### src/hdl/vertex_rotate_project_macros.svh
// Assertion macros for the vertex transform top level.
`ifndef VERTEX_ROTATE_PROJECT_MACROS_SVH
`define VERTEX_ROTATE_PROJECT_MACROS_SVH

// Same-cycle implication, sampled on the rising clock edge, off during reset.
`define VRP_ASSERT_NOW(name, ante, cons, msg) \
   name: assert property (@(posedge clock) disable iff (reset) (ante) |-> (cons)) \
      else $error(msg);

// Next-cycle implication.
`define VRP_ASSERT_NEXT(name, ante, cons, msg) \
   name: assert property (@(posedge clock) disable iff (reset) (ante) |=> (cons)) \
      else $error(msg);

`endif

### src/hdl/vrp_pkg.sv
// Types, constants and trig table for the vertex rotate and project pipeline.
package vrp_pkg;

   localparam int COORD_WIDTH  = 12;
   localparam int ANGLE_W      = 9;
   localparam int SCREEN_REG_W = 14;
   localparam int OUT_W        = 16;
   localparam int TRIG_W       = 11;
   localparam int CSR_IDX_W    = 2;

   localparam int TRIG_SCALE     = 1000;
   localparam int BHASKARA_K     = 40500;
   localparam int HALF_TURN      = 180;
   localparam int FULL_TURN      = 360;
   localparam int QUARTER_TURN   = 90;
   localparam int CAMERA_OFFSET  = 260;
   localparam int PROJ_GAIN      = 240;
   localparam int WIDTH_RESET    = 640;
   localparam int HEIGHT_RESET   = 480;

   // rotated coordinates grow to at most five times the input range
   localparam int ROT_W     = COORD_WIDTH + 3;
   localparam int PROD_W    = ROT_W + TRIG_W;
   localparam int SUM_W     = PROD_W + 1;
   localparam int MAG_W     = ROT_W + 9;
   // divide by 1000: multiply by ceil(2^K/1000), exact for magnitudes below 2^MAG_W
   localparam int RCP_SHIFT = MAG_W + 10;
   localparam int RCP_W     = MAG_W + 1;
   localparam int RCP_PRD_W = MAG_W + RCP_W;
   localparam longint unsigned RCP_FULL =
      ((64'd1 << RCP_SHIFT) + 64'(TRIG_SCALE - 1)) / 64'(TRIG_SCALE);
   localparam logic [RCP_W-1:0] RCP = RCP_W'(RCP_FULL);

   localparam int DEP_W = ROT_W;
   localparam int NUM_W = ROT_W + 7;
   localparam int PX_W  = NUM_W + 2;
   localparam int HS_IDX_W = 8;

   localparam logic [CSR_IDX_W-1:0] REG_SCREEN_WIDTH  = CSR_IDX_W'(0);
   localparam logic [CSR_IDX_W-1:0] REG_SCREEN_HEIGHT = CSR_IDX_W'(1);

   typedef struct packed {
      logic signed [COORD_WIDTH-1:0] vertex_x;
      logic signed [COORD_WIDTH-1:0] vertex_y;
      logic signed [COORD_WIDTH-1:0] vertex_z;
      logic [ANGLE_W-1:0]            angle_x;
      logic [ANGLE_W-1:0]            angle_y;
      logic [ANGLE_W-1:0]            angle_z;
   } req_type;

   typedef struct packed {
      logic signed [OUT_W-1:0] screen_x;
      logic signed [OUT_W-1:0] screen_y;
   } rsp_type;

   typedef struct packed {
      logic signed [ROT_W-1:0]  x;
      logic signed [ROT_W-1:0]  y;
      logic signed [ROT_W-1:0]  z;
      logic signed [TRIG_W-1:0] sin_x;
      logic signed [TRIG_W-1:0] cos_x;
      logic signed [TRIG_W-1:0] sin_y;
      logic signed [TRIG_W-1:0] cos_y;
      logic signed [TRIG_W-1:0] sin_z;
      logic signed [TRIG_W-1:0] cos_z;
   } pipe_type;

   typedef struct packed {
      logic [DEP_W-1:0] rem;
      logic [NUM_W-1:0] num;
   } div_type;

   typedef logic [TRIG_W-2:0] hs_table_type [0:HALF_TURN];

   // quotient by repeated subtraction; never above the trig scale here
   function automatic int quot_small(input int n, input int d);
      int q;
      int r;
      q = 0;
      r = n;
      for (int k = 0; k <= TRIG_SCALE; k++) begin
         if (r >= d) begin
            r = r - d;
            q = q + 1;
         end
      end
      return q;
   endfunction

   // Bhaskara I half-wave, built at elaboration
   function automatic hs_table_type build_half_sine();
      hs_table_type tbl;
      int t;
      for (int i = 0; i <= HALF_TURN; i++) begin
         t = i * (HALF_TURN - i);
         tbl[i] = (TRIG_W-1)'(quot_small(4 * t * TRIG_SCALE, BHASKARA_K - t));
      end
      return tbl;
   endfunction

   localparam hs_table_type HALF_SINE = build_half_sine();

   // one conditional subtract: inputs stay below twice a full turn
   function automatic logic [ANGLE_W-1:0] wrap_turn(input logic [ANGLE_W-1:0] deg);
      logic [ANGLE_W-1:0] r;
      r = deg;
      if (deg >= ANGLE_W'(FULL_TURN)) begin
         r = deg - ANGLE_W'(FULL_TURN);
      end
      return r;
   endfunction

   // deg already within one turn
   function automatic logic signed [TRIG_W-1:0] sine_of(input logic [ANGLE_W-1:0] deg);
      logic [ANGLE_W-1:0] back;
      logic signed [TRIG_W-1:0] s;
      back = deg - ANGLE_W'(HALF_TURN);
      if (deg <= ANGLE_W'(HALF_TURN)) begin
         s = $signed({1'b0, HALF_SINE[deg[HS_IDX_W-1:0]]});
      end else begin
         s = -$signed({1'b0, HALF_SINE[back[HS_IDX_W-1:0]]});
      end
      return s;
   endfunction

endpackage

### src/hdl/vrp_div.sv
// Pipelined restoring divider, one quotient bit per stage, two dividends per divisor.
module vrp_div (
   input  logic                        clock,
   input  logic                        reset,
   input  logic                        advance,
   input  logic                        in_valid,
   input  logic [vrp_pkg::NUM_W-1:0]   in_mag_x,
   input  logic                        in_neg_x,
   input  logic [vrp_pkg::NUM_W-1:0]   in_mag_y,
   input  logic                        in_neg_y,
   input  logic [vrp_pkg::DEP_W-1:0]   in_depth,
   output logic                        out_valid,
   output logic [vrp_pkg::NUM_W-1:0]   out_quot_x,
   output logic                        out_neg_x,
   output logic [vrp_pkg::NUM_W-1:0]   out_quot_y,
   output logic                        out_neg_y
);

   localparam int N = vrp_pkg::NUM_W;

   logic [N-1:0] valid_ff;
   logic [N-1:0] neg_x_ff, neg_y_ff;
   vrp_pkg::div_type dx_ff [0:N-1];
   vrp_pkg::div_type dy_ff [0:N-1];
   logic [vrp_pkg::DEP_W-1:0] dep_ff [0:N-2];

   vrp_pkg::div_type dx_in [0:N-1];
   vrp_pkg::div_type dy_in [0:N-1];

   function automatic vrp_pkg::div_type div_step(input vrp_pkg::div_type cur,
                                                 input logic [vrp_pkg::DEP_W-1:0] d);
      logic [vrp_pkg::DEP_W:0] trial;
      vrp_pkg::div_type nxt;
      trial   = {cur.rem, cur.num[N-1]};
      nxt.num = {cur.num[N-2:0], 1'b0};
      nxt.rem = trial[vrp_pkg::DEP_W-1:0];
      if (trial >= {1'b0, d}) begin
         nxt.rem    = vrp_pkg::DEP_W'(trial - {1'b0, d});
         nxt.num[0] = 1'b1;
      end
      return nxt;
   endfunction

   always_comb begin
      dx_in[0] = div_step('{rem: '0, num: in_mag_x}, in_depth);
      dy_in[0] = div_step('{rem: '0, num: in_mag_y}, in_depth);
      for (int i = 1; i < N; i++) begin
         dx_in[i] = div_step(dx_ff[i-1], dep_ff[i-1]);
         dy_in[i] = div_step(dy_ff[i-1], dep_ff[i-1]);
      end
   end

   always_ff @(posedge clock) begin
      if (reset) begin
         valid_ff <= '0;
      end else if (advance) begin
         valid_ff <= {valid_ff[N-2:0], in_valid};
      end
   end

   always_ff @(posedge clock) begin
      if (advance) begin
         dep_ff[0] <= in_depth;
         neg_x_ff  <= {neg_x_ff[N-2:0], in_neg_x};
         neg_y_ff  <= {neg_y_ff[N-2:0], in_neg_y};
         for (int i = 1; i < N-1; i++) begin
            dep_ff[i] <= dep_ff[i-1];
         end
         for (int i = 0; i < N; i++) begin
            dx_ff[i] <= dx_in[i];
            dy_ff[i] <= dy_in[i];
         end
      end
   end

   assign out_valid  = valid_ff[N-1];
   assign out_quot_x = dx_ff[N-1].num;
   assign out_quot_y = dy_ff[N-1].num;
   assign out_neg_x  = neg_x_ff[N-1];
   assign out_neg_y  = neg_y_ff[N-1];

endmodule

### config.mk
export PLATFORM = sky130hd
export DESIGN_NAME = vrp_div
export DESIGN_NICKNAME = d
export VERILOG_FILES = /design/src/hdl/vertex_rotate_project_macros.svh /design/src/hdl/vrp_pkg.sv /design/src/hdl/vrp_div.sv
export SDC_FILE = /design/constraint.sdc
export NUM_CORES = 2
export LEC_CHECK = 0
export BUFFER_PORTS_ARGS = -buffer_cell sky130_fd_sc_hd__clkbuf_2
export CORE_AREA = 2 2 391 393
export DETAILED_ROUTE_END_ITERATION = 7
export DIE_AREA = 0 0 393 395
export HOLD_SLACK_MARGIN = 0.03
export PLACE_DENSITY = 0.77
export SETUP_SLACK_MARGIN = 0.3
export SLEW_MARGIN = 30
export SYNTH_ARGS = -nofsm -noshare
export SYNTH_HDL_FRONTEND = slang
export SYNTH_SLANG_ARGS = --single-unit
export TNS_END_PERCENT = 50
### constraint.sdc
create_clock -name clock -period 4.2 [get_ports clock]
set_input_delay 0.42 -clock clock [delete_from_list [all_inputs] [get_ports clock]]
set_output_delay 0.42 -clock clock [all_outputs]
set_load 0.02 [all_outputs]
==> metrics.txt <==
Synth Warn # 0; first-pass GRT wire length 321,300 um; RSZ-0062 raised after global routing no; Worst Path Required 4760 ps; Initial Util 0.6359; synthesized instance count 7,454; Longest Clk Path Bufs 3; post-layout util 0.7071; Top Ports 112; Netlist cell types 86; Slew @ Worst Pin 969.0 ps; Crit. End Element flop; kind of critical path reg2reg; Final Critical Period 3607 ps; hold_sp advance; ANT nets after route 0; fmax 277.2 MHz; global-route usage over all layers 0.2664; GR Overflow Total 0; largest net degree at the start of global routing 122; clk sinks 1,979; predominant post-synthesis flop cell edfxtp_1; Rows 143; clk root buf clkbuf_16; relative slew slack 0.3540; setup TNS 0 ps; share of layout cells above drive strength 1 0.09910; die area 155,200 um^2; reg2reg start dep_ff[1][10]$_DFFE_PP_; clk slew on worst S/H paths 60 ps; Final Setup Violations 0; XOR/XNOR Fraction of Synth Area 0.03753; number of synthesized flops with an enable pin 1,957; Reg2Reg Setup Slack 590 ps; clk_lat worst skew 830 ps; H-tree lvl count 4; Clock Skews 42.66 ps; top cells by area, synth edfxtp_1 61%, ha_1 8.3%, a21oi_1 3.0%; DR pass1 iterations 6; final-stage net count 8,491; flops & latches, synth 1,979; Leak 41.22 nW; DR WL/cell 20.86 um; DR vias 59,190; die width 393 um; vias in the first global route 57,860; input/output buffers 111; post-synthesis compound-gate area fraction 0.1156; hold path cells 1; post-synthesis mux area share 0.03062; arrival time at the worst endpoint 4170 ps; drc violations 0; Initial DRC Count 5,112; Hold Fails Final Rpt 0; Hold WC Path Type in2reg; core area 151,200 um^2; fraction of the mapped netlist area in adder cells 0.09084; CTS Buf Count 198; Max-Cap Viols 0; Die Height 395 um; R2R Path End dy_ff[1][69]$_DFFE_PP_; Tcrit/Tclk final 0.8589; initial antenna violation count 1; Async SR Flop Fraction 0; mapped cell area 96,140 um^2; DR vias/cell 5.947; Final HPWL DP 150,000 um; Pwr Density 742.4 nW/um^2; top cell type's share of synthesized area 0.6113; largest family of logic cells by synthesized area compound AO/OA/AOI/OAI gates; Layout Cells excl Fill 9,953; CTS tree built; post-synthesis sequential area ratio 0.6158; layout overhead on the synthesized area 11.20%; Total Routed Length 207,600 um; status finished clean; Critical Path Source dep_ff[1][10]$_DFFE_PP_; syn avg cell area 12.90 um^2; Worst Hold End dep_ff[0][67]$_DFFE_PP_; Slew Limit Fails 0; Placer Congestion 0.9396; crit start category flop; maximum resistive drop on vdd 0.0005026 V; Crit Path Max Fanout 18; syn nets 8,193; Yosys top cell by area edfxtp_1; placed insts 9,518; Simple-Gate Fraction of Synth Area 0.08043; Reg2Reg Depth 8
==> timing repair <==
action                    4_1_cts  5_1_grt
hold endpoints to repair       80        0
setup buffers                   0        0
resized for setup               0        0
hold buffers                   64        0
==> area by class of cell <==
| type | instances | area [um^2] |
|---|---|---|
| Timing Repair Buffer | 271 | 2195 |
| Tap cell | 2030 | 2540 |
| Multi-Input combinational cell | 4780 | 34320 |
| Antenna cell | 2 | 5.005 |
| Clock buffer | 238 | 5190 |
| Sequential cell | 1979 | 59210 |
| Inverter | 522 | 1959 |
| Clock inverter | 131 | 1499 |
| Fill cell | 10300 | 44280 |
==> cell usage after synthesis, types with 81 or more instances <==
cell type and instances:
nor2_1 482, xnor2_1 243, o21ai_0 474, a21o_1 160, ha_1 634, nor3_1 110
inv_1 520, edfxtp_1 1957, a21oi_1 579, nor2b_1 137, nand2b_1 81, nand2_1 461
mux2_2 208, clkbuf_1 114, xor2_1 169, o21a_1 110
==> how the worst max path moves through the flow <==
stage / end / cells after the start
floorplan: dx_ff[0][66]$_DFFE_PP_ / 12
global placement: dx_ff[0][257]$_DFFE_PP_ / 10
detailed placement: dy_ff[1][66]$_DFFE_PP_ / 8
CTS: dx_ff[0][258]$_DFFE_PP_ / 9
global route: dy_ff[1][62]$_DFFE_PP_ / 8
finish: dy_ff[1][69]$_DFFE_PP_ / 8
==> metal layers <==
metal / track usage / share of wire / routed length [um] / up-vias
met5: 0 / 0.000072 / 15 / -
met4: 0.09592 / 0.036 / 7528 / 2
met3: 0.03381 / 0.047 / 9752 / 421
met2: 0.4504 / 0.49 / 102400 / 1738
met1: 0.3552 / 0.42 / 87920 / 28510
li1: - / - / - / 28520
==> layout by cell type (no fill, tap or decap), types with 33 or more instances in the layout <==
master	count
nand2_1	461
fa_1	40
clkinv_1	37
nand2b_1	81
a21o_1	160
nor2_1	482
xor2_1	169
mux2i_1	59
nor3_1	108
inv_1	520
nand4_1	67
and2_1	36
or3_1	35
a31oi_1	63
buf_4	75
o21ai_0	472
edfxtp_1	1957
ha_1	634
clkbuf_16	199
a21oi_1	578
o21a_1	110
o21bai_1	37
clkbuf_2	113
xnor2_1	243
a211oi_1	35
nand3_1	78
o31ai_1	57
clkinv_2	33
nor2b_1	137
dlygate4sd3_1	64
mux2_2	208
==> power by group <==
| group | leakage [nW] | switching, mW | total [mW] | internal, mW |
|---|---|---|---|---|
| sequential | 19.3 | 2.84 | 30.7 | 27.9 |
| combinational | 18.7 | 17.6 | 30.8 | 13.2 |
| clock | 3.23 | 7.70 | 17.9 | 10.2 |
==> worst max-delay path, cell delays in order (launching register included) <==
cell      delay [ps]
edfxtp_1         340
inv_1             70
ha_1             380
nand3_1          170
or3_1            370
or4_1            590
a31oi_1          200
o31a_1           800
mux2_2           420
==> cell families after synthesis <==
| logic type | count (synthesis) |
|---|---|
| AOI/OAI and AO/OA | 1800 |
| DFF | 1979 |
| xor gates and xnor gates | 412 |
| adders and majority gates | 674 |
| buffers and inverters | 695 |
| and+or+nand+nor | 1626 |
| muxes | 268 |
==> per-stage QoR <==
stage / hold WS [ps] / setup slack, ps / cell area, um^2 / power (mW)
after floorplan: 400.3 / 991.0 / 96140 / 52.46
after global placement: 400.0 / 702.7 / 99540 / 60.39
after detailed placement: 404.5 / 666.3 / 99540 / 61.11
after CTS: 180.2 / 597.1 / 106900 / 79.41
after global routing: 220.5 / 395.7 / 106900 / 84.09
final: 282.8 / 592.5 / 106900 / 79.37
==> registers in the layout, summed over array words and instances (netlist names) <==
name      count
dep_ff      315
dx_ff       799
valid_ff     22
neg_y_ff     22
dy_ff       799
neg_x_ff     22
Note: power is estimated with default switching activity, not from simulation.
