`src/hdl/vertex_rotate_project_macros.svh`:
```
// Assertion macros for the vertex transform top level.
`ifndef VERTEX_ROTATE_PROJECT_MACROS_SVH
`define VERTEX_ROTATE_PROJECT_MACROS_SVH

// Same-cycle implication, sampled on the rising clock edge, off during reset.
`define VRP_ASSERT_NOW(name, ante, cons, msg) \
   name: assert property (@(posedge clock) disable iff (reset) (ante) |-> (cons)) \
      else $error(msg);

// Next-cycle implication.
`define VRP_ASSERT_NEXT(name, ante, cons, msg) \
   name: assert property (@(posedge clock) disable iff (reset) (ante) |=> (cons)) \
      else $error(msg);

`endif

```
`src/hdl/vrp_pkg.sv`:
```
// Types, constants and trig table for the vertex rotate and project pipeline.
package vrp_pkg;

   localparam int COORD_WIDTH  = 12;
   localparam int ANGLE_W      = 9;
   localparam int SCREEN_REG_W = 14;
   localparam int OUT_W        = 16;
   localparam int TRIG_W       = 11;
   localparam int CSR_IDX_W    = 2;

   localparam int TRIG_SCALE     = 1000;
   localparam int BHASKARA_K     = 40500;
   localparam int HALF_TURN      = 180;
   localparam int FULL_TURN      = 360;
   localparam int QUARTER_TURN   = 90;
   localparam int CAMERA_OFFSET  = 260;
   localparam int PROJ_GAIN      = 240;
   localparam int WIDTH_RESET    = 640;
   localparam int HEIGHT_RESET   = 480;

   // rotated coordinates grow to at most five times the input range
   localparam int ROT_W     = COORD_WIDTH + 3;
   localparam int PROD_W    = ROT_W + TRIG_W;
   localparam int SUM_W     = PROD_W + 1;
   localparam int MAG_W     = ROT_W + 9;
   // divide by 1000: multiply by ceil(2^K/1000), exact for magnitudes below 2^MAG_W
   localparam int RCP_SHIFT = MAG_W + 10;
   localparam int RCP_W     = MAG_W + 1;
   localparam int RCP_PRD_W = MAG_W + RCP_W;
   localparam longint unsigned RCP_FULL =
      ((64'd1 << RCP_SHIFT) + 64'(TRIG_SCALE - 1)) / 64'(TRIG_SCALE);
   localparam logic [RCP_W-1:0] RCP = RCP_W'(RCP_FULL);

   localparam int DEP_W = ROT_W;
   localparam int NUM_W = ROT_W + 7;
   localparam int PX_W  = NUM_W + 2;
   localparam int HS_IDX_W = 8;

   localparam logic [CSR_IDX_W-1:0] REG_SCREEN_WIDTH  = CSR_IDX_W'(0);
   localparam logic [CSR_IDX_W-1:0] REG_SCREEN_HEIGHT = CSR_IDX_W'(1);

   typedef struct packed {
      logic signed [COORD_WIDTH-1:0] vertex_x;
      logic signed [COORD_WIDTH-1:0] vertex_y;
      logic signed [COORD_WIDTH-1:0] vertex_z;
      logic [ANGLE_W-1:0]            angle_x;
      logic [ANGLE_W-1:0]            angle_y;
      logic [ANGLE_W-1:0]            angle_z;
   } req_type;

   typedef struct packed {
      logic signed [OUT_W-1:0] screen_x;
      logic signed [OUT_W-1:0] screen_y;
   } rsp_type;

   typedef struct packed {
      logic signed [ROT_W-1:0]  x;
      logic signed [ROT_W-1:0]  y;
      logic signed [ROT_W-1:0]  z;
      logic signed [TRIG_W-1:0] sin_x;
      logic signed [TRIG_W-1:0] cos_x;
      logic signed [TRIG_W-1:0] sin_y;
      logic signed [TRIG_W-1:0] cos_y;
      logic signed [TRIG_W-1:0] sin_z;
      logic signed [TRIG_W-1:0] cos_z;
   } pipe_type;

   typedef struct packed {
      logic [DEP_W-1:0] rem;
      logic [NUM_W-1:0] num;
   } div_type;

   typedef logic [TRIG_W-2:0] hs_table_type [0:HALF_TURN];

   // quotient by repeated subtraction; never above the trig scale here
   function automatic int quot_small(input int n, input int d);
      int q;
      int r;
      q = 0;
      r = n;
      for (int k = 0; k <= TRIG_SCALE; k++) begin
         if (r >= d) begin
            r = r - d;
            q = q + 1;
         end
      end
      return q;
   endfunction

   // Bhaskara I half-wave, built at elaboration
   function automatic hs_table_type build_half_sine();
      hs_table_type tbl;
      int t;
      for (int i = 0; i <= HALF_TURN; i++) begin
         t = i * (HALF_TURN - i);
         tbl[i] = (TRIG_W-1)'(quot_small(4 * t * TRIG_SCALE, BHASKARA_K - t));
      end
      return tbl;
   endfunction

   localparam hs_table_type HALF_SINE = build_half_sine();

   // one conditional subtract: inputs stay below twice a full turn
   function automatic logic [ANGLE_W-1:0] wrap_turn(input logic [ANGLE_W-1:0] deg);
      logic [ANGLE_W-1:0] r;
      r = deg;
      if (deg >= ANGLE_W'(FULL_TURN)) begin
         r = deg - ANGLE_W'(FULL_TURN);
      end
      return r;
   endfunction

   // deg already within one turn
   function automatic logic signed [TRIG_W-1:0] sine_of(input logic [ANGLE_W-1:0] deg);
      logic [ANGLE_W-1:0] back;
      logic signed [TRIG_W-1:0] s;
      back = deg - ANGLE_W'(HALF_TURN);
      if (deg <= ANGLE_W'(HALF_TURN)) begin
         s = $signed({1'b0, HALF_SINE[deg[HS_IDX_W-1:0]]});
      end else begin
         s = -$signed({1'b0, HALF_SINE[back[HS_IDX_W-1:0]]});
      end
      return s;
   endfunction

endpackage

```
`src/hdl/vrp_rot.sv`:
```
// One plane rotation: (a*c - b*s)/1000 and (a*s + b*c)/1000 over four stages.
module vrp_rot (
   input  logic                             clock,
   input  logic                             reset,
   input  logic                             advance,
   input  logic                             in_valid,
   input  logic signed [vrp_pkg::ROT_W-1:0] in_a,
   input  logic signed [vrp_pkg::ROT_W-1:0] in_b,
   input  logic signed [vrp_pkg::TRIG_W-1:0] in_cos,
   input  logic signed [vrp_pkg::TRIG_W-1:0] in_sin,
   input  vrp_pkg::pipe_type                in_side,
   output logic                             out_valid,
   output logic signed [vrp_pkg::ROT_W-1:0] out_diff,
   output logic signed [vrp_pkg::ROT_W-1:0] out_sum,
   output vrp_pkg::pipe_type                out_side
);

   logic [3:0] valid_ff;
   vrp_pkg::pipe_type side_ff [0:3];

   logic signed [vrp_pkg::PROD_W-1:0] p_ac_ff, p_bs_ff, p_as_ff, p_bc_ff;
   logic [vrp_pkg::MAG_W-1:0] mag_d_ff, mag_s_ff;
   logic neg_d2_ff, neg_s2_ff, neg_d3_ff, neg_s3_ff;
   logic [vrp_pkg::RCP_PRD_W-1:0] prd_d_ff, prd_s_ff;
   logic signed [vrp_pkg::ROT_W-1:0] diff_ff, sum_ff;

   logic signed [vrp_pkg::SUM_W-1:0] diff_in, sum_in;
   logic [vrp_pkg::SUM_W-1:0] mag_d_in, mag_s_in;
   logic [vrp_pkg::ROT_W-1:0] q_d, q_s;

   always_ff @(posedge clock) begin
      if (reset) begin
         valid_ff <= '0;
      end else if (advance) begin
         valid_ff <= {valid_ff[2:0], in_valid};
      end
   end

   always_comb begin
      diff_in  = vrp_pkg::SUM_W'(p_ac_ff) - vrp_pkg::SUM_W'(p_bs_ff);
      sum_in   = vrp_pkg::SUM_W'(p_as_ff) + vrp_pkg::SUM_W'(p_bc_ff);
      mag_d_in = diff_in[vrp_pkg::SUM_W-1] ? vrp_pkg::SUM_W'(-diff_in)
                                           : vrp_pkg::SUM_W'(diff_in);
      mag_s_in = sum_in[vrp_pkg::SUM_W-1] ? vrp_pkg::SUM_W'(-sum_in)
                                          : vrp_pkg::SUM_W'(sum_in);
      q_d = prd_d_ff[vrp_pkg::RCP_PRD_W-1:vrp_pkg::RCP_SHIFT];
      q_s = prd_s_ff[vrp_pkg::RCP_PRD_W-1:vrp_pkg::RCP_SHIFT];
   end

   always_ff @(posedge clock) begin
      if (advance) begin
         // products
         p_ac_ff    <= in_a * in_cos;
         p_bs_ff    <= in_b * in_sin;
         p_as_ff    <= in_a * in_sin;
         p_bc_ff    <= in_b * in_cos;
         side_ff[0] <= in_side;
         // sums as sign and magnitude
         mag_d_ff   <= mag_d_in[vrp_pkg::MAG_W-1:0];
         mag_s_ff   <= mag_s_in[vrp_pkg::MAG_W-1:0];
         neg_d2_ff  <= diff_in[vrp_pkg::SUM_W-1];
         neg_s2_ff  <= sum_in[vrp_pkg::SUM_W-1];
         side_ff[1] <= side_ff[0];
         // reciprocal multiply
         prd_d_ff   <= vrp_pkg::RCP_PRD_W'(mag_d_ff) * vrp_pkg::RCP_PRD_W'(vrp_pkg::RCP);
         prd_s_ff   <= vrp_pkg::RCP_PRD_W'(mag_s_ff) * vrp_pkg::RCP_PRD_W'(vrp_pkg::RCP);
         neg_d3_ff  <= neg_d2_ff;
         neg_s3_ff  <= neg_s2_ff;
         side_ff[2] <= side_ff[1];
         // restore sign, truncation toward zero
         diff_ff    <= neg_d3_ff ? -$signed(q_d) : $signed(q_d);
         sum_ff     <= neg_s3_ff ? -$signed(q_s) : $signed(q_s);
         side_ff[3] <= side_ff[2];
      end
   end

   assign out_valid = valid_ff[3];
   assign out_diff  = diff_ff;
   assign out_sum   = sum_ff;
   assign out_side  = side_ff[3];

endmodule

```
`config.mk`:
```
export PLATFORM = sky130hd
export DESIGN_NAME = vrp_rot
export DESIGN_NICKNAME = d
export VERILOG_FILES = /design/src/hdl/vertex_rotate_project_macros.svh /design/src/hdl/vrp_pkg.sv /design/src/hdl/vrp_rot.sv
export SDC_FILE = /design/constraint.sdc
export NUM_CORES = 2
export LEC_CHECK = 0
export ABC_CLOCK_PERIOD_IN_PS = 7700
export BUFFER_PORTS_ARGS = -buffer_cell sky130_fd_sc_hd__buf_2
export CAP_MARGIN = 20
export CORE_MARGIN = 4
export CORE_UTILIZATION = 64
export DETAILED_ROUTE_END_ITERATION = 10
export GPL_TIMING_DRIVEN = 1
export PLACE_DENSITY = 0.92
export SLEW_MARGIN = 25
export SYNTH_ARGS = -nofsm -noshare
export SYNTH_HDL_FRONTEND = slang
export SYNTH_SLANG_ARGS = --single-unit
export TNS_END_PERCENT = 1
```
`constraint.sdc`:
```
create_clock -name clock -period 7.7 [get_ports clock]
set_clock_uncertainty 0.15 [all_clocks]
set_input_delay 0.385 -clock clock [delete_from_list [all_inputs] [get_ports clock]]
set_output_delay 0.385 -clock clock [all_outputs]
set_load 0.1 [all_outputs]
```
==> results.rst <==
.. list-table::
   :header-rows: 1

   * - Metric
     - Value
   * - Status
     - finished clean
   * - Maximum frequency from static timing analysis
     - 0.139 GHz
   * - Worst-Margin Slew
     - 1.13 ns
   * - Post-synthesis net count
     - 7869
   * - Leading post-synthesis cells by cell area
     - edfxtp_1 (30%), fa_1 (29%), ha_1 (15%)
   * - Number of distinct library cells after synthesis
     - 96
   * - Number of detailed-route iterations in the first pass
     - 7
   * - Standard-cell row count
     - 118
   * - Arrival time reported for the critical path endpoint
     - 7.39 ns
   * - Multi-input gate area in the final layout
     - 40600 µm²
   * - Boundary Pins
     - 309
   * - Area grow syn2layout
     - 9.44%
   * - Largest buffer count on any clock path
     - 3
   * - GRT Residual Overflow
     - 0
   * - Final worst-path cycle share
     - 0.934
   * - Simple-gate area share of the yosys netlist
     - 0.0832
   * - Width of the chip
     - 331 µm
   * - Global-route wire length before repair
     - 237 mm
   * - Residual DRC count
     - 0
   * - Slowest library cell on the worst path
     - edfxtp_1
   * - Relative slew slack
     - 0.248
   * - Category of the worst setup path launch point
     - flip-flop
   * - CTS tree
     - done
   * - Endpoints failing hold
     - 0
   * - Highest net fanout along the worst path
     - 11
   * - Final Slew Violations
     - 0
   * - Share of post-route cells with drive strength above 1
     - 0.0753
   * - Prevailing post-synth register cell
     - edfxtp_1
   * - Final weighted congestion of routability-driven global placement
     - 0.897
   * - Post-CTS Setup Bufs
     - 0
   * - Die Y
     - 331 µm
   * - Post-synthesis register bit count
     - 664
   * - Clk_lat worst skew
     - 0.63 ns
   * - Library cell with the highest instance count after synthesis
     - inv_1
   * - Portion of synthesized cell area occupied by the leading cell type
     - 0.297
   * - Number of buffers inserted during clock tree synthesis
     - 70
   * - Number of synthesis warnings
     - 0
   * - Final antenna-violating net count
     - 0
   * - Slack of the worst reg-to-reg path
     - 0.51 ns
   * - Utilization after layout
     - 0.705
   * - Root buffer cell
     - clkbuf_16
   * - Vias in the first global route
     - 47500
   * - Proportion of synthesized area in mux cells
     - 0.00141
   * - Nets@finish
     - 8231
   * - Instance count of the mapped netlist
     - 5952
   * - Post-cts sizing count
     - 0
   * - Fraction of the mapped netlist area in adder cells
     - 0.437
   * - Longest individual stage delay on the worst path
     - 0.69 ns
   * - Xor and xnor area share after synthesis
     - 0.0310
   * - Antenna violations before repair
     - 17
   * - Vias per cell
     - 5.56
   * - Cell occurring most often along the worst timing path
     - fa_1
   * - DRT iter0 DRCs
     - 3054
   * - Average footprint of a synthesized cell
     - 11.2 µm²
   * - Dominant combinational cell family by area after synthesis
     - adder cells
   * - Overall track demand over capacity in global routing
     - 0.275
   * - Sink Count
     - 664
   * - Gate family responsible for the most delay along the worst path
     - adder cells
   * - Maxcap violations
     - 0
   * - Class of the most critical hold timing path
     - primary input to flip-flop
   * - Setup repair after global routing missed its margin
     - no
   * - Post-synth ARST share
     - 0
   * - Critical path class
     - flip-flop to flip-flop
   * - Dominant cell type by area after synthesis
     - edfxtp_1
   * - Count of flip-flops with a built-in enable after synthesis
     - 660
   * - Post-synthesis compound-gate area fraction
     - 0.0562
   * - Vias post-DR
     - 43100
   * - Number of setup violations in the final report
     - 0
   * - Most frequent cells after synthesis
     - inv_1 (1488), fa_1 (964), ha_1 (786)
   * - Clock transition at the register clock pins on the worst setup and hold paths after CTS
     - 0.06 ns
   * - Total Negative Setup Slacks
     - 0 ns
   * - Count of filler cells inserted in the layout
     - 6828
   * - Share of the yosys chip area belonging to registers
     - 0.299
   * - Critical path required time
     - 7.90 ns
   * - Final routed wirelength across all metal layers
     - 146 mm
   * - Crit. End Element
     - flip-flop
   * - Cell Chain, Critical Path
     - fa_1 -> inv_1 -> fa_1 -> inv_1 -> ha_1 -> fa_1 -> fa_1 -> fa_1 -> inv_1 -> fa_1 -> inv_1 -> ha_1 -> and3_1 -> and4_1 -> a211oi_1 -> o211ai_1 -> a31oi_1 -> a21oi_1 -> a211o_1 -> a41oi_1 -> xnor2_1
   * - Buf/Inv on CP
     - 4
   * - Post-synth design cell area
     - 66600 µm²
   * - # port buffers
     - 308
   * - Wire per inst
     - 18.8 µm
   * - Min Tclk post-route
     - 7.19 ns
   * - Full die area
     - 109000 µm²
   * - Initial core utilization
     - 0.644
   * - Post-detailed-placement half-perimeter wirelength
     - 111 mm
   * - Footprint of the flip-flops and latches
     - 19900 µm²
   * - Standard cell core area
     - 103000 µm²
   * - Largest net degree at the start of global routing
     - 203
   * - Number of levels the H-tree was split into
     - 3
cells by family (layout without fill, tap and decap cells):
group	Yosys count	in the layout
flip-flops	664	664
AND/OR/NAND/NOR	1107	1107
XOR/XNOR	235	235
multiplexers	9	9
AO/OA/AOI/OAI	550	550
buffers and inverters	1637	2049
adder cells (fa/ha/maj)	1750	1750
other	0	9
flip-flops by register name, indices dropped and copies added (netlist names):
| name | count |
|---|---|
| side_ff | 444 |
| p_ac_ff | 26 |
| p_as_ff | 26 |
| p_bc_ff | 26 |
| p_bs_ff | 26 |
| mag_d_ff | 24 |
| mag_s_ff | 24 |
| out_diff | 15 |
| out_sum | 15 |
| prd_d_ff | 15 |
| prd_s_ff | 15 |
| valid_ff | 4 |
| neg_d2_ff | 1 |
| neg_d3_ff | 1 |
| neg_s2_ff | 1 |
| neg_s3_ff | 1 |
layout by cell type (no fill, tap or decap), types with 9 or more instances in the layout:
cell type | synthesis | layout
dlygate4sd3_1 | 0 | 113
a21boi_0 | 10 | 10
edfxtp_1 | 660 | 660
clkbuf_1 | 136 | 12
a31oi_1 | 25 | 25
a211o_1 | 10 | 10
nand3_1 | 41 | 41
nor3_1 | 46 | 46
o21ai_0 | 94 | 94
nand2b_1 | 34 | 34
o21a_1 | 23 | 23
and3_1 | 17 | 17
nand4_1 | 20 | 20
buf_2 | 9 | 307
inv_1 | 1488 | 1488
nor2b_1 | 20 | 20
o31ai_1 | 20 | 20
clkbuf_16 | 0 | 70
and2_1 | 311 | 311
ha_1 | 786 | 786
o211ai_1 | 15 | 15
buf_4 | 2 | 14
o21bai_1 | 20 | 20
clkinv_1 | 0 | 9
a21oi_1 | 164 | 164
xnor2_1 | 181 | 181
nor2_1 | 179 | 179
clkinv_2 | 0 | 11
diode_2 | 0 | 9
fa_1 | 964 | 964
a211oi_1 | 13 | 13
xor2_1 | 53 | 53
nand2_1 | 378 | 378
a21o_1 | 68 | 68
metrics by stage:
stage	worst slack, ns	hold WS, ns	instances	instance area (µm²)
floorplan	1.16	0.250	5952	66600
global placement	0.680	0.250	7509	69500
detailed placement	0.548	0.255	7509	69500
CTS	0.533	0.0528	7744	72900
global route	0.183	0.0706	7748	72900
finish	0.510	0.0849	7753	72900
per-layer routing:
layer | part of all wire | track usage
met5 | 0.00088 | 0
met4 | 0.043 | 0.110
met3 | 0.073 | 0.0487
met2 | 0.51 | 0.476
met1 | 0.38 | 0.344
path summary, 6_finish.rpt:
path	startpoint	to	cells after the start
hold reg to reg	side_ff[2][66]	side_ff[3][66]	0
hold / removal	advance	side_ff[2][103]	1
setup / recovery	mag_s_ff[21]	prd_s_ff[46]	21
setup reg to reg	mag_s_ff[21]	prd_s_ff[46]	21
repair_timing:
action,4_1_cts,5_1_grt
endpoints found under the hold margin,115,0
setup endpoints to repair,0,0
hold buffers,113,0
final cells by class:
cell class,instances,share of cell area
multi-input cells,3651,0.557
well taps,1380,0.0237
clock buffers,83,0.0248
repair buffers,439,0.0392
clock inverters,39,0.00604
diodes,9,0.000309
inverters,1488,0.0766
flip-flops and latches,664,0.273
Power is left out: the tool's default activity adds up to more than one toggle a clock period on the data nets, which glitch-free logic cannot reach.
